==> src/rtl/reliable_in_order_reorder_buffer_defines.svh <==
// Assertion macros for the reorder buffer top level.
// Both macros expect signals named clock and reset in the scope of use.
`ifndef RELIABLE_IN_ORDER_REORDER_BUFFER_DEFINES_SVH
`define RELIABLE_IN_ORDER_REORDER_BUFFER_DEFINES_SVH

// Consequent must hold in the same cycle as the antecedent.
`define RORB_ASSERT_SAME(label, ante, cons, msg) \
   label: assert property (@(posedge clock) disable iff (reset) (ante) |-> (cons)) \
      else $error(msg);

// Consequent must hold in the cycle after the antecedent.
`define RORB_ASSERT_NEXT(label, ante, cons, msg) \
   label: assert property (@(posedge clock) disable iff (reset) (ante) |=> (cons)) \
      else $error(msg);

`endif

==> src/rtl/rorb_pkg.sv <==
// Shared types and constants of the reorder buffer.
// No dependencies; used by every module of the block except rorb_ram.
package rorb_pkg;

   localparam int CSR_ADDR_W  = 3;
   localparam int CSR_DATA_W  = 32;
   localparam int QUEUE_DEPTH = 2;

   // Register select is the word address bit; byte lane bits are ignored.
   localparam logic [CSR_ADDR_W-1:0] CSR_CLOSING_MODE_ADDR = 3'd0;

   typedef enum logic [2:0] {
      STATUS_DELIVERED = 3'd0,
      STATUS_BUFFERED  = 3'd1,
      STATUS_DUPLICATE = 3'd2,
      STATUS_BEYOND    = 3'd3,
      STATUS_CLOSED    = 3'd4
   } status_type;

   typedef struct packed {
      logic        is_reliable;
      logic [31:0] seq_number;
      logic        is_close;
      logic [15:0] payload_tag;
   } req_word_type;

   typedef struct packed {
      status_type  status;
      logic [15:0] out_tag;
      logic        deliver;
      logic        out_close;
      logic        last;
   } rsp_word_type;

   typedef struct packed {
      logic [31:0] seq;
      logic [15:0] tag;
      logic        close;
   } slot_word_type;

   typedef enum logic [1:0] {
      BACK_IDLE,
      BACK_DECIDE,
      BACK_CHECK,
      BACK_FINAL
   } back_state_type;

   typedef struct packed {
      logic closed;
      logic idle;
   } back_status_type;

endpackage

==> src/rtl/rorb_ram.sv <==
// Generic single write port, single read port RAM with registered read.
// No dependencies.
module rorb_ram #(
   parameter int WIDTH = 49,
   parameter int DEPTH = 32
) (
   input  logic                                   clock,
   input  logic                                   wr_en,
   input  logic [(DEPTH > 1 ? $clog2(DEPTH) : 1)-1:0] wr_addr,
   input  logic [WIDTH-1:0]                       wr_data,
   input  logic                                   rd_en,
   input  logic [(DEPTH > 1 ? $clog2(DEPTH) : 1)-1:0] rd_addr,
   output logic [WIDTH-1:0]                       rd_data
);

   logic [WIDTH-1:0] mem_ff [DEPTH];
   logic [WIDTH-1:0] rd_data_ff;

   always_ff @(posedge clock) begin
      if (wr_en) begin
         mem_ff[wr_addr] <= wr_data;
      end
      if (rd_en) begin
         rd_data_ff <= mem_ff[rd_addr];
      end
   end

   assign rd_data = rd_data_ff;

endmodule

==> src/rtl/rorb_front.sv <==
// Intake side: accepts request words and holds them in a short queue.
// Depends on rorb_pkg.
module rorb_front (
   input  logic                  clock,
   input  logic                  reset,
   input  logic                  req_valid,
   output logic                  req_stall,
   input  rorb_pkg::req_word_type req_data,
   input  logic                  pop,
   output logic                  avail,
   output rorb_pkg::req_word_type head
);

   localparam int PW = (rorb_pkg::QUEUE_DEPTH > 1) ? $clog2(rorb_pkg::QUEUE_DEPTH) : 1;
   localparam int CW = $clog2(rorb_pkg::QUEUE_DEPTH + 1);
   localparam logic [PW-1:0] LAST_PTR = PW'(rorb_pkg::QUEUE_DEPTH - 1);
   localparam logic [CW-1:0] FULL_CNT = CW'(rorb_pkg::QUEUE_DEPTH);

   rorb_pkg::req_word_type entry_ff [rorb_pkg::QUEUE_DEPTH];
   logic [PW-1:0] wr_ptr_ff, wr_ptr_in;
   logic [PW-1:0] rd_ptr_ff, rd_ptr_in;
   logic [CW-1:0] count_ff, count_in;
   logic          push;
   logic          take;

   assign req_stall = (count_ff == FULL_CNT);
   assign avail     = (count_ff != '0);
   assign head      = entry_ff[rd_ptr_ff];
   assign push      = req_valid && !req_stall;
   assign take      = pop && avail;

   always_comb begin
      wr_ptr_in = wr_ptr_ff;
      rd_ptr_in = rd_ptr_ff;
      count_in  = count_ff;
      if (push) begin
         wr_ptr_in = (wr_ptr_ff == LAST_PTR) ? '0 : wr_ptr_ff + 1'b1;
      end
      if (take) begin
         rd_ptr_in = (rd_ptr_ff == LAST_PTR) ? '0 : rd_ptr_ff + 1'b1;
      end
      case ({push, take})
         2'b10:   count_in = count_ff + 1'b1;
         2'b01:   count_in = count_ff - 1'b1;
         default: count_in = count_ff;
      endcase
   end

   always_ff @(posedge clock) begin
      if (reset) begin
         wr_ptr_ff <= '0;
         rd_ptr_ff <= '0;
         count_ff  <= '0;
      end else begin
         wr_ptr_ff <= wr_ptr_in;
         rd_ptr_ff <= rd_ptr_in;
         count_ff  <= count_in;
      end
   end

   always_ff @(posedge clock) begin
      if (push) begin
         entry_ff[wr_ptr_ff] <= req_data;
      end
   end

endmodule

==> src/rtl/rorb_back.sv <==
// Sequencing engine: classifies queued words against the expected sequence,
// buffers early words in the slot RAM and drains in-order successors.
// Depends on rorb_pkg and rorb_ram.
module rorb_back #(
   parameter int WINDOW = 32
) (
   input  logic                      clock,
   input  logic                      reset,
   input  logic                      closing_mode,
   input  logic                      avail,
   input  rorb_pkg::req_word_type    head,
   output logic                      pop,
   output logic                      rsp_valid,
   input  logic                      rsp_stall,
   output rorb_pkg::rsp_word_type    rsp_data,
   output rorb_pkg::back_status_type status
);

   localparam int IW = $clog2(WINDOW);
   localparam int CW = $clog2(WINDOW + 1);
   localparam int SW = $bits(rorb_pkg::slot_word_type);
   localparam logic [IW-1:0] LAST_IDX = IW'(WINDOW - 1);
   localparam logic [IW:0]   WIN_SUM  = (IW + 1)'(WINDOW);
   localparam logic [CW-1:0] CNT_MAX  = CW'(WINDOW);

   rorb_pkg::back_state_type state_ff, state_in;
   logic [31:0]            exp_ff, exp_in;
   logic [IW-1:0]          idx_ff, idx_in;
   logic [WINDOW-1:0]      valid_ff, valid_in;
   logic                   closed_ff, closed_in;
   rorb_pkg::req_word_type item_ff, item_in;
   logic                   lt_ff, lt_in;
   logic                   eq_ff, eq_in;
   logic                   far_ff, far_in;
   logic [IW-1:0]          delta_ff, delta_in;
   logic [15:0]            pend_tag_ff, pend_tag_in;
   logic                   pend_close_ff, pend_close_in;
   logic [CW-1:0]          cnt_ff, cnt_in;
   logic                   rsp_valid_ff, rsp_valid_in;
   rorb_pkg::rsp_word_type rsp_ff, rsp_in;

   logic [31:0]            diff;
   logic [31:0]            exp_inc;
   logic [IW-1:0]          idx_inc;
   logic [IW:0]            sum;
   logic [IW:0]            sum_wrap;
   logic [IW-1:0]          bidx;
   logic                   out_free;
   logic                   hit;
   logic                   ram_wr_en;
   logic                   ram_rd_en;
   rorb_pkg::slot_word_type slot_wr;
   rorb_pkg::slot_word_type slot_rd;
   logic [SW-1:0]          slot_rd_bits;

   rorb_ram #(
      .WIDTH(SW),
      .DEPTH(WINDOW)
   ) u_slots (
      .clock  (clock),
      .wr_en  (ram_wr_en),
      .wr_addr(bidx),
      .wr_data(slot_wr),
      .rd_en  (ram_rd_en),
      .rd_addr(idx_in),
      .rd_data(slot_rd_bits)
   );

   assign slot_rd = rorb_pkg::slot_word_type'(slot_rd_bits);
   assign slot_wr = '{seq: item_ff.seq_number, tag: item_ff.payload_tag,
                      close: item_ff.is_close};

   assign diff    = head.seq_number - exp_ff;
   assign exp_inc = exp_ff + 32'd1;
   // The slot index follows expected_seq modulo the window; at the 32-bit
   // wrap the sequence restarts at zero and so does the index.
   assign idx_inc = (exp_ff == '1) ? '0 : ((idx_ff == LAST_IDX) ? '0 : idx_ff + 1'b1);

   // Early words are at most one window ahead, so one subtract reduces the index.
   assign sum      = {1'b0, idx_ff} + {1'b0, delta_ff};
   assign sum_wrap = sum - WIN_SUM;
   assign bidx     = (sum >= WIN_SUM) ? sum_wrap[IW-1:0] : sum[IW-1:0];

   assign out_free = !rsp_valid_ff || !rsp_stall;
   assign hit      = valid_ff[idx_ff] && (slot_rd.seq == exp_ff) && (cnt_ff < CNT_MAX);

   always_comb begin
      state_in      = state_ff;
      exp_in        = exp_ff;
      idx_in        = idx_ff;
      valid_in      = valid_ff;
      closed_in     = closed_ff;
      item_in       = item_ff;
      lt_in         = lt_ff;
      eq_in         = eq_ff;
      far_in        = far_ff;
      delta_in      = delta_ff;
      pend_tag_in   = pend_tag_ff;
      pend_close_in = pend_close_ff;
      cnt_in        = cnt_ff;
      rsp_valid_in  = rsp_valid_ff && rsp_stall;
      rsp_in        = rsp_ff;
      pop           = 1'b0;
      ram_wr_en     = 1'b0;
      ram_rd_en     = 1'b0;

      case (state_ff)
         rorb_pkg::BACK_IDLE: begin
            if (avail) begin
               pop      = 1'b1;
               item_in  = head;
               lt_in    = head.seq_number < exp_ff;
               eq_in    = head.seq_number == exp_ff;
               far_in   = diff >= 32'(WINDOW);
               delta_in = diff[IW-1:0];
               state_in = rorb_pkg::BACK_DECIDE;
            end
         end

         rorb_pkg::BACK_DECIDE: begin
            if (out_free) begin
               rsp_in.out_tag   = item_ff.payload_tag;
               rsp_in.deliver   = 1'b0;
               rsp_in.out_close = 1'b0;
               rsp_in.last      = 1'b1;
               state_in         = rorb_pkg::BACK_IDLE;
               if (closed_ff) begin
                  rsp_valid_in  = 1'b1;
                  rsp_in.status = rorb_pkg::STATUS_CLOSED;
               end else if (item_ff.is_reliable && lt_ff) begin
                  rsp_valid_in  = 1'b1;
                  rsp_in.status = rorb_pkg::STATUS_DUPLICATE;
               end else if (item_ff.is_reliable && !eq_ff) begin
                  rsp_valid_in = 1'b1;
                  if (far_ff) begin
                     rsp_in.status = rorb_pkg::STATUS_BEYOND;
                  end else if (valid_ff[bidx]) begin
                     rsp_in.status = rorb_pkg::STATUS_DUPLICATE;
                  end else begin
                     rsp_in.status  = rorb_pkg::STATUS_BUFFERED;
                     ram_wr_en      = 1'b1;
                     valid_in[bidx] = 1'b1;
                  end
               end else begin
                  // The word itself is delivered; its result waits until
                  // the next slot shows whether it is the last one.
                  pend_tag_in   = item_ff.payload_tag;
                  pend_close_in = item_ff.is_close;
                  cnt_in        = CW'(1);
                  if (item_ff.is_reliable) begin
                     exp_in = exp_inc;
                     idx_in = idx_inc;
                  end
                  if (item_ff.is_close) begin
                     state_in = rorb_pkg::BACK_FINAL;
                  end else begin
                     ram_rd_en = 1'b1;
                     state_in  = rorb_pkg::BACK_CHECK;
                  end
               end
            end
         end

         rorb_pkg::BACK_CHECK: begin
            if (out_free) begin
               rsp_valid_in     = 1'b1;
               rsp_in.status    = rorb_pkg::STATUS_DELIVERED;
               rsp_in.out_tag   = pend_tag_ff;
               rsp_in.deliver   = !closing_mode;
               rsp_in.out_close = pend_close_ff;
               if (hit) begin
                  rsp_in.last      = 1'b0;
                  pend_tag_in      = slot_rd.tag;
                  pend_close_in    = slot_rd.close;
                  valid_in[idx_ff] = 1'b0;
                  exp_in           = exp_inc;
                  idx_in           = idx_inc;
                  cnt_in           = cnt_ff + CW'(1);
                  if (slot_rd.close) begin
                     state_in = rorb_pkg::BACK_FINAL;
                  end else begin
                     ram_rd_en = 1'b1;
                  end
               end else begin
                  rsp_in.last = 1'b1;
                  state_in    = rorb_pkg::BACK_IDLE;
               end
            end
         end

         rorb_pkg::BACK_FINAL: begin
            // Only a close word ends up here: it shuts the channel for good.
            if (out_free) begin
               rsp_valid_in     = 1'b1;
               rsp_in.status    = rorb_pkg::STATUS_DELIVERED;
               rsp_in.out_tag   = pend_tag_ff;
               rsp_in.deliver   = !closing_mode;
               rsp_in.out_close = pend_close_ff;
               rsp_in.last      = 1'b1;
               closed_in        = 1'b1;
               valid_in         = '0;
               state_in         = rorb_pkg::BACK_IDLE;
            end
         end

         default: begin
            state_in = rorb_pkg::BACK_IDLE;
         end
      endcase
   end

   always_ff @(posedge clock) begin
      if (reset) begin
         state_ff     <= rorb_pkg::BACK_IDLE;
         exp_ff       <= '0;
         idx_ff       <= '0;
         valid_ff     <= '0;
         closed_ff    <= 1'b0;
         cnt_ff       <= '0;
         rsp_valid_ff <= 1'b0;
      end else begin
         state_ff     <= state_in;
         exp_ff       <= exp_in;
         idx_ff       <= idx_in;
         valid_ff     <= valid_in;
         closed_ff    <= closed_in;
         cnt_ff       <= cnt_in;
         rsp_valid_ff <= rsp_valid_in;
      end
   end

   always_ff @(posedge clock) begin
      item_ff       <= item_in;
      lt_ff         <= lt_in;
      eq_ff         <= eq_in;
      far_ff        <= far_in;
      delta_ff      <= delta_in;
      pend_tag_ff   <= pend_tag_in;
      pend_close_ff <= pend_close_in;
      rsp_ff        <= rsp_in;
   end

   assign rsp_valid     = rsp_valid_ff;
   assign rsp_data      = rsp_ff;
   assign status.closed = closed_ff;
   assign status.idle   = (state_ff == rorb_pkg::BACK_IDLE);

endmodule

==> src/rtl/reliable_in_order_reorder_buffer.sv <==
// Reorder buffer: a two-word intake queue feeds a sequencing engine that pops
// a word in its idle state and classifies it in its decide state; a delivered
// word then passes through the check state, which also drains each in-order
// successor, or the final state for a close word. Results are registered into the
// output register, unless a stall holds them. Synchronous reset clears control
// state, slot valid flags included, at once; no clearing pass follows.
module reliable_in_order_reorder_buffer #(
   parameter int WINDOW = 32
) (
   input  logic                                  clock,
   input  logic                                  reset,
   input  logic                                  req_valid,
   output logic                                  req_stall,
   input  rorb_pkg::req_word_type                req_data,
   output logic                                  rsp_valid,
   input  logic                                  rsp_stall,
   output rorb_pkg::rsp_word_type                rsp_data,
   input  logic                                  psel,
   input  logic                                  penable,
   input  logic                                  pwrite,
   input  logic [rorb_pkg::CSR_ADDR_W-1:0]       paddr,
   input  logic [rorb_pkg::CSR_DATA_W-1:0]       pwdata,
   output logic [rorb_pkg::CSR_DATA_W-1:0]       prdata,
   output logic                                  pready
);

`include "reliable_in_order_reorder_buffer_defines.svh"

   logic                      closing_mode_ff, closing_mode_in;
   logic                      sel_closing_mode;
   logic                      pop;
   logic                      avail;
   rorb_pkg::req_word_type    head;
   rorb_pkg::back_status_type status;
   logic                      rsp_delivered;
   logic                      rsp_open_delivery;

   assign pready = 1'b1;
   assign sel_closing_mode = (paddr[rorb_pkg::CSR_ADDR_W-1:2] ==
                              rorb_pkg::CSR_CLOSING_MODE_ADDR[rorb_pkg::CSR_ADDR_W-1:2]);

   always_comb begin
      closing_mode_in = closing_mode_ff;
      if (psel && penable && pwrite && pready && sel_closing_mode) begin
         closing_mode_in = pwdata[0];
      end
   end

   always_ff @(posedge clock) begin
      if (reset) begin
         closing_mode_ff <= 1'b0;
      end else begin
         closing_mode_ff <= closing_mode_in;
      end
   end

   assign prdata = sel_closing_mode ? {{(rorb_pkg::CSR_DATA_W - 1){1'b0}}, closing_mode_ff}
                                    : '0;

   rorb_front u_front (
      .clock    (clock),
      .reset    (reset),
      .req_valid(req_valid),
      .req_stall(req_stall),
      .req_data (req_data),
      .pop      (pop),
      .avail    (avail),
      .head     (head)
   );

   rorb_back #(
      .WINDOW(WINDOW)
   ) u_back (
      .clock       (clock),
      .reset       (reset),
      .closing_mode(closing_mode_ff),
      .avail       (avail),
      .head        (head),
      .pop         (pop),
      .rsp_valid   (rsp_valid),
      .rsp_stall   (rsp_stall),
      .rsp_data    (rsp_data),
      .status      (status)
   );

   assign rsp_delivered     = rsp_valid && (rsp_data.status == rorb_pkg::STATUS_DELIVERED);
   assign rsp_open_delivery = rsp_delivered && !rsp_data.out_close;

   // Only a delivered word can be followed by drained successors.
   `RORB_ASSERT_SAME(a_single_is_last, rsp_valid && !rsp_delivered, rsp_data.last, "not last")
   // A word that is not last means the drain is still in progress.
   `RORB_ASSERT_SAME(a_drain_busy, rsp_valid && !rsp_data.last, !status.idle, "idle mid drain")
   // Nothing is delivered after the channel closed, except the close word.
   `RORB_ASSERT_SAME(a_no_deliver_closed, rsp_open_delivery, !status.closed, "delivery after close")
   // A closed channel stays closed until reset.
   `RORB_ASSERT_NEXT(a_closed_sticks, status.closed, status.closed, "closed flag dropped")

endmodule
==> config.mk <==
export PLATFORM = sky130hd
export DESIGN_NAME = reliable_in_order_reorder_buffer
export DESIGN_NICKNAME = d
export VERILOG_FILES = /design/src/rtl/rorb_pkg.sv /design/src/rtl/rorb_ram.sv /design/src/rtl/rorb_front.sv /design/src/rtl/rorb_back.sv /design/src/rtl/reliable_in_order_reorder_buffer.sv
export VERILOG_INCLUDE_DIRS = /design/src /design/src/rtl
export SDC_FILE = /design/constraint.sdc
export NUM_CORES = 2
export LEC_CHECK = 0
export BUFFER_PORTS_ARGS = -buffer_cell sky130_fd_sc_hd__buf_2
export CORE_MARGIN = 10
export CORE_UTILIZATION = 60
export CTS_CLUSTER_SIZE = 24
export DETAILED_ROUTE_END_ITERATION = 6
export HOLD_SLACK_MARGIN = 0.02
export PLACE_DENSITY = 0.88
export RECOVER_POWER = 25
export SETUP_SLACK_MARGIN = 0.5
export SYNTH_ARGS = -nofsm -noshare
export SYNTH_HDL_FRONTEND = slang
export SYNTH_SLANG_ARGS = --single-unit
==> constraint.sdc <==
create_clock -name clock -period 8.1 [get_ports clock]
set_input_delay 1.62 -clock clock [delete_from_list [all_inputs] [get_ports clock]]
set_output_delay 1.62 -clock clock [all_outputs]
set_load 0.02 [all_outputs]
Word-level counts from Yosys, hierarchy flattened
Memories as Yosys holds them, arrays and structs flattened. A register that Yosys moved wholly into a read port is not among the register bits.
Cells that the tools add are included.

operators by class
  add/sub/neg operators = 10
  $lt $le $gt $ge = 8
  equal/unequal tests = 24
  mux-type cells = 113
  bitwise operators = 4
  reduce and logical (&&, ||, !) cells = 32

operators by type and width
  kind                   count
  $mux 32                16
  $mux 16                6
  $pmux 32 s3            1
  $mux 22                3
  $pmux 22 s3            1
  $eq 32x32->1           2
  $pmux 32 s2            1
  $mux 5                 10
  $mux 1                 43
  $mux 6                 6
  $add 32x1->32 const B  1
  $and 32x32->32         1
  $eq 32x32->1 const B   1
  $ge 32x6->1 const B    1
  $lt 32x32->1           1
  $not 32->32            1
  $or 32x32->32          1
  $pmux 16 s2            1
  $sub 32x32->32         1
  $mux 2                 10
  $ne 2x1->1 const B     7
  $logic_and 1x1->1      12
  $lt 5x6->1 const B     2
  $mux 3                 4
  other kinds (36)       58

word-level totals
  flip-flop bits (word level) = 181
  memory bits (writable) = 1668
  bits of input ports = 92
  output and inout bits = 57
  word-level logic and storage cells = 219
  memories = 2

memory list
  name                   words  bits a word  read ports  clocked after memory_dff  wr ports  line              source
  u_back.u_slots.mem_ff  32     49           1           1                         1         rorb_ram.sv:16    logic [WIDTH-1:0] mem_ff [DEPTH];
  u_front.entry_ff       2      50           1           1                         1         rorb_front.sv:19  rorb_pkg::req_word_type entry_ff [rorb_pkg::QUEUE_DEPTH];

Longest topological paths before layout
  depth in word-level cells = 15
  mapped depth = 17
  depth with buffers taken out = 15

Modules after synthesis
From an unflattened synthesis, not the netlist that was laid out.

second synthesis, totals
  cells, all modules = 4766
  area total of the unflattened synthesis = 77202.8 µm²

by module, submodules not included
  module                            times used  cells an instance  area an instance (µm²)  sequential area each (µm²)
  rorb_ram                          1           3434               62344.8                 48556.6
  rorb_back                         1           1110               10727.8                 4494.3
  rorb_front                        1           182                3821.2                  3103.0
  reliable_in_order_reorder_buffer  1           40                 309.0                   20.0

Worst setup path after synthesis
OpenSTA, ideal clock, no wires.

  path kind = reg-to-reg
  start = register u_back.delta_ff[0]
  end = memory u_back.u_slots.mem_ff[10][0] (enable)
  library setup time = 456 ps
  arrival = 5749 ps
  required time = 7644 ps
  path slack = 1895 ps
  cell stages (with the launch flop) = 14
  path buffers = 1
  period minus slack after synthesis = 6205 ps
  cells stage by stage = edfxtp_1 -> ha_1 -> fa_1 -> a21o_1 -> a21oi_1 -> xnor2_1 -> mux2_2 -> o22ai_1 -> a211oi_1 -> or2_2 -> or4_1 -> or3b_2 -> clkbuf_1 -> nor2_1

on the way
  word-level cells in the longest chain between the ends = 14
  elaborated cells between the ends (all ways) = 15
  those cells by class = add/sub (2); order compare (1); mux (12)

RTL lines
  what                                              line                              source
  from (decl)                                       rorb_back.sv:35                   logic [IW-1:0] delta_ff, delta_in;
  from (signal assigned)                            rorb_back.sv:237                  delta_ff <= delta_in;
  $add 5x5->6 *                                     rorb_back.sv:80                   assign sum = {1'b0, idx_ff} + {1'b0, delta_ff};
  $sub 5x1->5 / $ge 6x6->1 (equally long branches)  rorb_back.sv:81, rorb_back.sv:82
  $mux 5 *                                          rorb_back.sv:82                   assign bidx = (sum >= WIN_SUM) ? sum_wrap[IW-1:0] : sum[IW-1:0];
  $bmux 1 s5                                        rorb_back.sv:137                  end else if (valid_ff[bidx]) begin
  $mux 1 (implied by the code)                      rorb_back.sv:137
  $mux 1                                            rorb_back.sv:137
  $mux 1                                            rorb_back.sv:135                  if (far_ff) begin
  $mux 1                                            rorb_back.sv:133                  end else if (item_ff.is_reliable && !eq_ff) begin
  $mux 1                                            rorb_back.sv:130                  end else if (item_ff.is_reliable && lt_ff) begin
  $mux 1                                            rorb_back.sv:127                  if (closed_ff) begin
  $mux 1                                            rorb_back.sv:121                  if (out_free) begin
  $mux 1                                            rorb_back.sv:107                  case (state_ff)
  $mux 1                                            rorb_ram.sv:20                    if (wr_en) begin
  $mux 1 (implied by the code)                      rorb_ram.sv:21                    mem_ff[wr_addr] <= wr_data;
  to (decl)                                         rorb_ram.sv:16

Mark *: on every way between the ends. The rest lies on a longest branch, timed or not. The select of a mux whose other input is x is not followed.

Worst setup path in the final report
  start = register u_back.idx_ff[0]
  end = memory u_back.u_slots.mem_ff[24][12] (enable)

on the way
  word-level cells in the longest chain between the ends = 14
  elaborated cells between the ends (all ways) = 15
  those cells by class = add/sub (2); order compare (1); mux (12)

RTL lines
  what                                              line                              source
  from (decl)                                       rorb_back.sv:28                   logic [IW-1:0] idx_ff, idx_in;
  from (signal assigned)                            rorb_back.sv:224                  idx_ff <= idx_in;
  $add 5x5->6 *                                     rorb_back.sv:80
  $sub 5x1->5 / $ge 6x6->1 (equally long branches)  rorb_back.sv:81, rorb_back.sv:82
  $mux 5 *                                          rorb_back.sv:82
  $bmux 1 s5                                        rorb_back.sv:137
  $mux 1 (implied by the code)                      rorb_back.sv:137
  $mux 1                                            rorb_back.sv:137
  $mux 1                                            rorb_back.sv:135
  $mux 1                                            rorb_back.sv:133
  $mux 1                                            rorb_back.sv:130
  $mux 1                                            rorb_back.sv:127
  $mux 1                                            rorb_back.sv:121
  $mux 1                                            rorb_back.sv:107
  $mux 1                                            rorb_ram.sv:20
  $mux 1 (implied by the code)                      rorb_ram.sv:21

Marked as above.

==> out/summary.md <==
The tools report the netlist area before placement as 75500 um2. Dividing the detail-routed wire length by the instance count gives 31.5 um. For this run, the register share of the synthesized area comes to 74.4%. Yosys attributes the largest share of cell area to edfxtp_1 (72%), mux2i_1 (8.5%), o22ai_1 (2.4%), dfxtp_1 (2.3%), a21oi_1 (1.3%).

The total via count in the routed design was 45400. The first detailed-routing pass ran for 7 iterations. Most common cell after layout, fill and taps aside: edfxtp_1.

From bottom edge to top edge, the die measures 375 um. The design draws 23.4 mW. For this design, the slowest cell found on the critical path is fa_1. First-pass GRT wire length: 295000 um. Setup repair after global routing left no endpoint under its margin. For the routability-driven placement congestion ratio, the log shows 0.876. Power spread over the standard cell area amounts to 281 nW/um2. Internal power comes to 17.3 mW. The relative max-transition margin was -0.136%; the final antenna diode count was 0.

The tools report the number of design rule violations left after detail routing as 1. Buffers inserted during clock tree synthesis total 171. The number of clock sinks is 1899, and the register bit count reported by yosys is 1899. Once detailed placement completed, the half-perimeter wirelength came to 106000 um. Sequential power share: 56.4%. The worst hold path belongs to the class register to register.

The number of violations of the max-capacitance limit was 1; the deepest clock path buffer count was 3. The flip-flop cell with the highest count after synthesis is edfxtp_1. The tools report the fraction of the core area covered by cells at the end of the flow as 66.6%.

The number of hold violations in the final report is 0, and the count of cells resized by post-cts repair is 0. The die covers 140000 um2. The signal on the critical path passes through ha_1 > fa_1 > mux4_2 > mux2_2 > o22ai_1 > a211oi_1 > or2_2 > or4_1 > or3_1 > nor2_4 > buf_4. In this run the clock root is driven by a clkbuf_16. The total of buffers placed on input and output ports came out at 83. The startpoint of the most critical setup path was u_back.idx_ff[0]$_SDFF_PP0_. The final net count came out at 4829. The tools report the achievable clock frequency as 159 MHz. The number of enable flip-flop cells after synthesis is 1814, and the area of the multi-input gates is 18200 um2. Slew at the pin closest to its max-slew limit: 1.50 ns.

Subtracting the final worst setup slack from the clock period gives 6.31 ns. For this design the top-level I/O count stands at 149. The share of the clock period used by the worst path was 77.9%.

The run gives 10.3% as the combinational fraction of design power. For the worst setup path, the data required time is 8.57 ns. The via density per instance was 7.02.

On the final layout, the worst clock skew is 0.0394 ns. After the first detailed-routing iteration, the DRC count stood at 7659. The share of the synthesized area in the top cell type was 72.2%. Buffers inserted to repair hold after CTS numbered 0.

Share of cells above drive strength 1: 11.6%. The pin count of the biggest net entering global routing is 135. Summing all non-filler instances in the final layout gives an area of 83400 um2.

Mean instance size in the synthesized netlist: 16.4 um2. TritonCTS built the clock tree. In the final layout, flip-flops and latches occupy 56200 um2. Area growth from synthesis to layout: 10.5%.

Once placement finished, the instance area stood at 78200 um2. The later-pin clock latency in the skew report was 0.82 ns. The worst flop-to-flop path startpoint is u_back.idx_ff[0]$_SDFF_PP0_.

The overall die width was 375 um. In this run the static leakage power is 29.1 nW. IR analysis of the VDD net gives a maximum drop of 0.000309 V. The switching share of power is 26.3%. Of all cell types, the one taking the most synthesized area is edfxtp_1.

Summed over all layers, the routed wires come to 204000 um. Synthesis produced a netlist whose cell count is 4589. The via count of the first global-routing pass was 45300.

The library cells used most frequently in the layout, excluding fill and tap cells, are edfxtp_1 (1814), mux2i_1 (641), o22ai_1 (294). Global routing used 28.2% of the available tracks. The final count of negative-setup-slack endpoints came out at 0. The worst hold path begins at u_front.count_ff[1]$_SDFFE_PP0P_.

The run finished, with violations left. Along the worst path, the maximum fanout reaches 19. The analysis attributes to net switching a power of 6.16 mW.

The clock input transition at the sequential cells of the worst setup and hold paths works out to 0.06 ns. The fraction of registers with async set or reset after synthesis is 0%. The run gives 33 as the count of pins over their slew limit.

The logs give 0 for the number of warnings printed during yosys synthesis and 0 for the total congestion overflow. For the initial standard-cell utilization of the core, the log shows 60.3%. For the number of antenna violations at the first check in global routing, the log shows 1. The initialized floorplan defines 130 standard-cell rows. The count of filler cells inserted in the layout was 7555; the number of library cell types mapped by synthesis was 73. The critical path is of the register to register type. The largest incremental delay on the critical path was 0.98 ns; the critical path arrival was 6.77 ns. The tools report the sort of element at the end of the critical path as a register. In this run the number of H-tree levels came out at 4. Buffers added to address setup during post-CTS repair amount to 0. The total negative slack for setup checks was 0 ns. The final reports fail on DRC, capacitance limit, slew limit. In this run the remaining antenna-violating nets after routing total 0.

The tools report the kind of launch point of the worst setup path as a register. The relative contribution of the clock network to total power was 33.3%; the placeable core region was 125000 um2.
[metal layers]
layer	GRT usage (%)	share of wire [%]	up-vias
met5	0	0	-
met2	44.8	47	4072
li1	-	-	18400
met3	7.17	13	834
met4	17.1	6.8	0
met1	34.8	33	22200
[logic make-up (layout without fill, tap and decap cells)]
| kind of cell | after synthesis | in the layout | share of synthesized area (%) |
|---|---|---|---|
| AND/OR/NAND/NOR | 625 | 625 | 3.91 |
| AO/OA/AOI/OAI | 825 | 825 | 7.29 |
| buffers and inverters | 350 | 550 | 2.14 |
| multiplexers | 745 | 745 | 10.3 |
| other | 2 | 32 | 0.00995 |
| adder cells (fa/ha/maj) | 51 | 51 | 0.865 |
| XOR/XNOR | 92 | 92 | 1.07 |
| flip-flops | 1899 | 1899 | 74.4 |
[flip-flops by register name, indices dropped and copies added (netlist names), 2 cells and up, named ones only]
register,flops
u_back.cnt_ff,6
u_back.pend_tag_ff,16
u_back.valid_ff,32
u_back.state_ff,2
u_back.exp_ff,32
u_back.delta_ff,5
u_back.item_ff,50
u_back.u_slots.rd_data,49
u_back.rsp_data,22
u_front.count_ff,2
u_front.entry_ff,100
u_back.u_slots.mem_ff,1568
u_back.idx_ff,5
[final cells by class]
| type | instances | share of cell area (%) |
|---|---|---|
| clock buffer | 227 | 5.62 |
| clock inverter | 79 | 0.681 |
| inverter | 57 | 0.257 |
| multi-input combinational | 2370 | 21.8 |
| sequential | 1899 | 67.4 |
| tap | 1650 | 2.48 |
| timing repair buffer | 187 | 1.79 |
[synth_stat cells, types with 25 or more instances]
library cell and count:
o22ai_1 294, xnor2_1 47, a221oi_1 49, inv_1 57
dfxtp_1 85, xor2_1 45, nor4_1 65, a41oi_1 33
nand2_1 262, nor3_1 25, ha_1 49, clkbuf_1 126
o211ai_1 37, a22oi_1 49, mux2_2 88, a211oi_1 37
mux2i_1 641, buf_2 109, buf_4 37, a2111oi_0 50
nand4_1 32, nand3_1 32, edfxtp_1 1814, a21oi_1 199
nor2_1 127
[path summary, 6_finish.rpt]
check / to / slack, ns / cells past startpoint
max reg2reg: u_back.u_slots.mem_ff[24][12]$_DFFE_PP_ / 1.79 / 11
min: u_front.count_ff[1]$_SDFFE_PP0P_ / 0.51 / 2
max: u_back.u_slots.mem_ff[24][12]$_DFFE_PP_ / 1.79 / 11
min reg2reg: u_front.count_ff[1]$_SDFFE_PP0P_ / 0.51 / 2
[per-stage QoR]
stage          hold WS [ns]  cells  setup slack [ns]
2_1_floorplan         0.472   4619              1.89
3_5_place_dp          0.506   6162              1.83
4_1_cts               0.521   6468              1.91
5_1_grt               0.554   6469              1.70
6_report              0.511   6469              1.79
3_3_place_gp          0.484   6162              1.93
[critical path, delay by kind of cell (launching register included)]
family,cells,cell delay (ns)
compound gates,2,0.29
fa+ha+maj,2,1.36
buf+inv,1,0.42
flops,1,0.59
mux,2,0.69
simple gates,4,2.58
[power groups by stage]
stage	combinational (mW)	sequential, mW	clock, mW
floorplan	1.53	13.0	0
global placement	2.25	13.3	0
detailed placement	2.31	13.4	0
CTS	2.34	13.2	7.81
global route	2.54	13.3	8.17
finish	2.41	13.2	7.81
No activity file was read; power rests on OpenSTA's default activity.
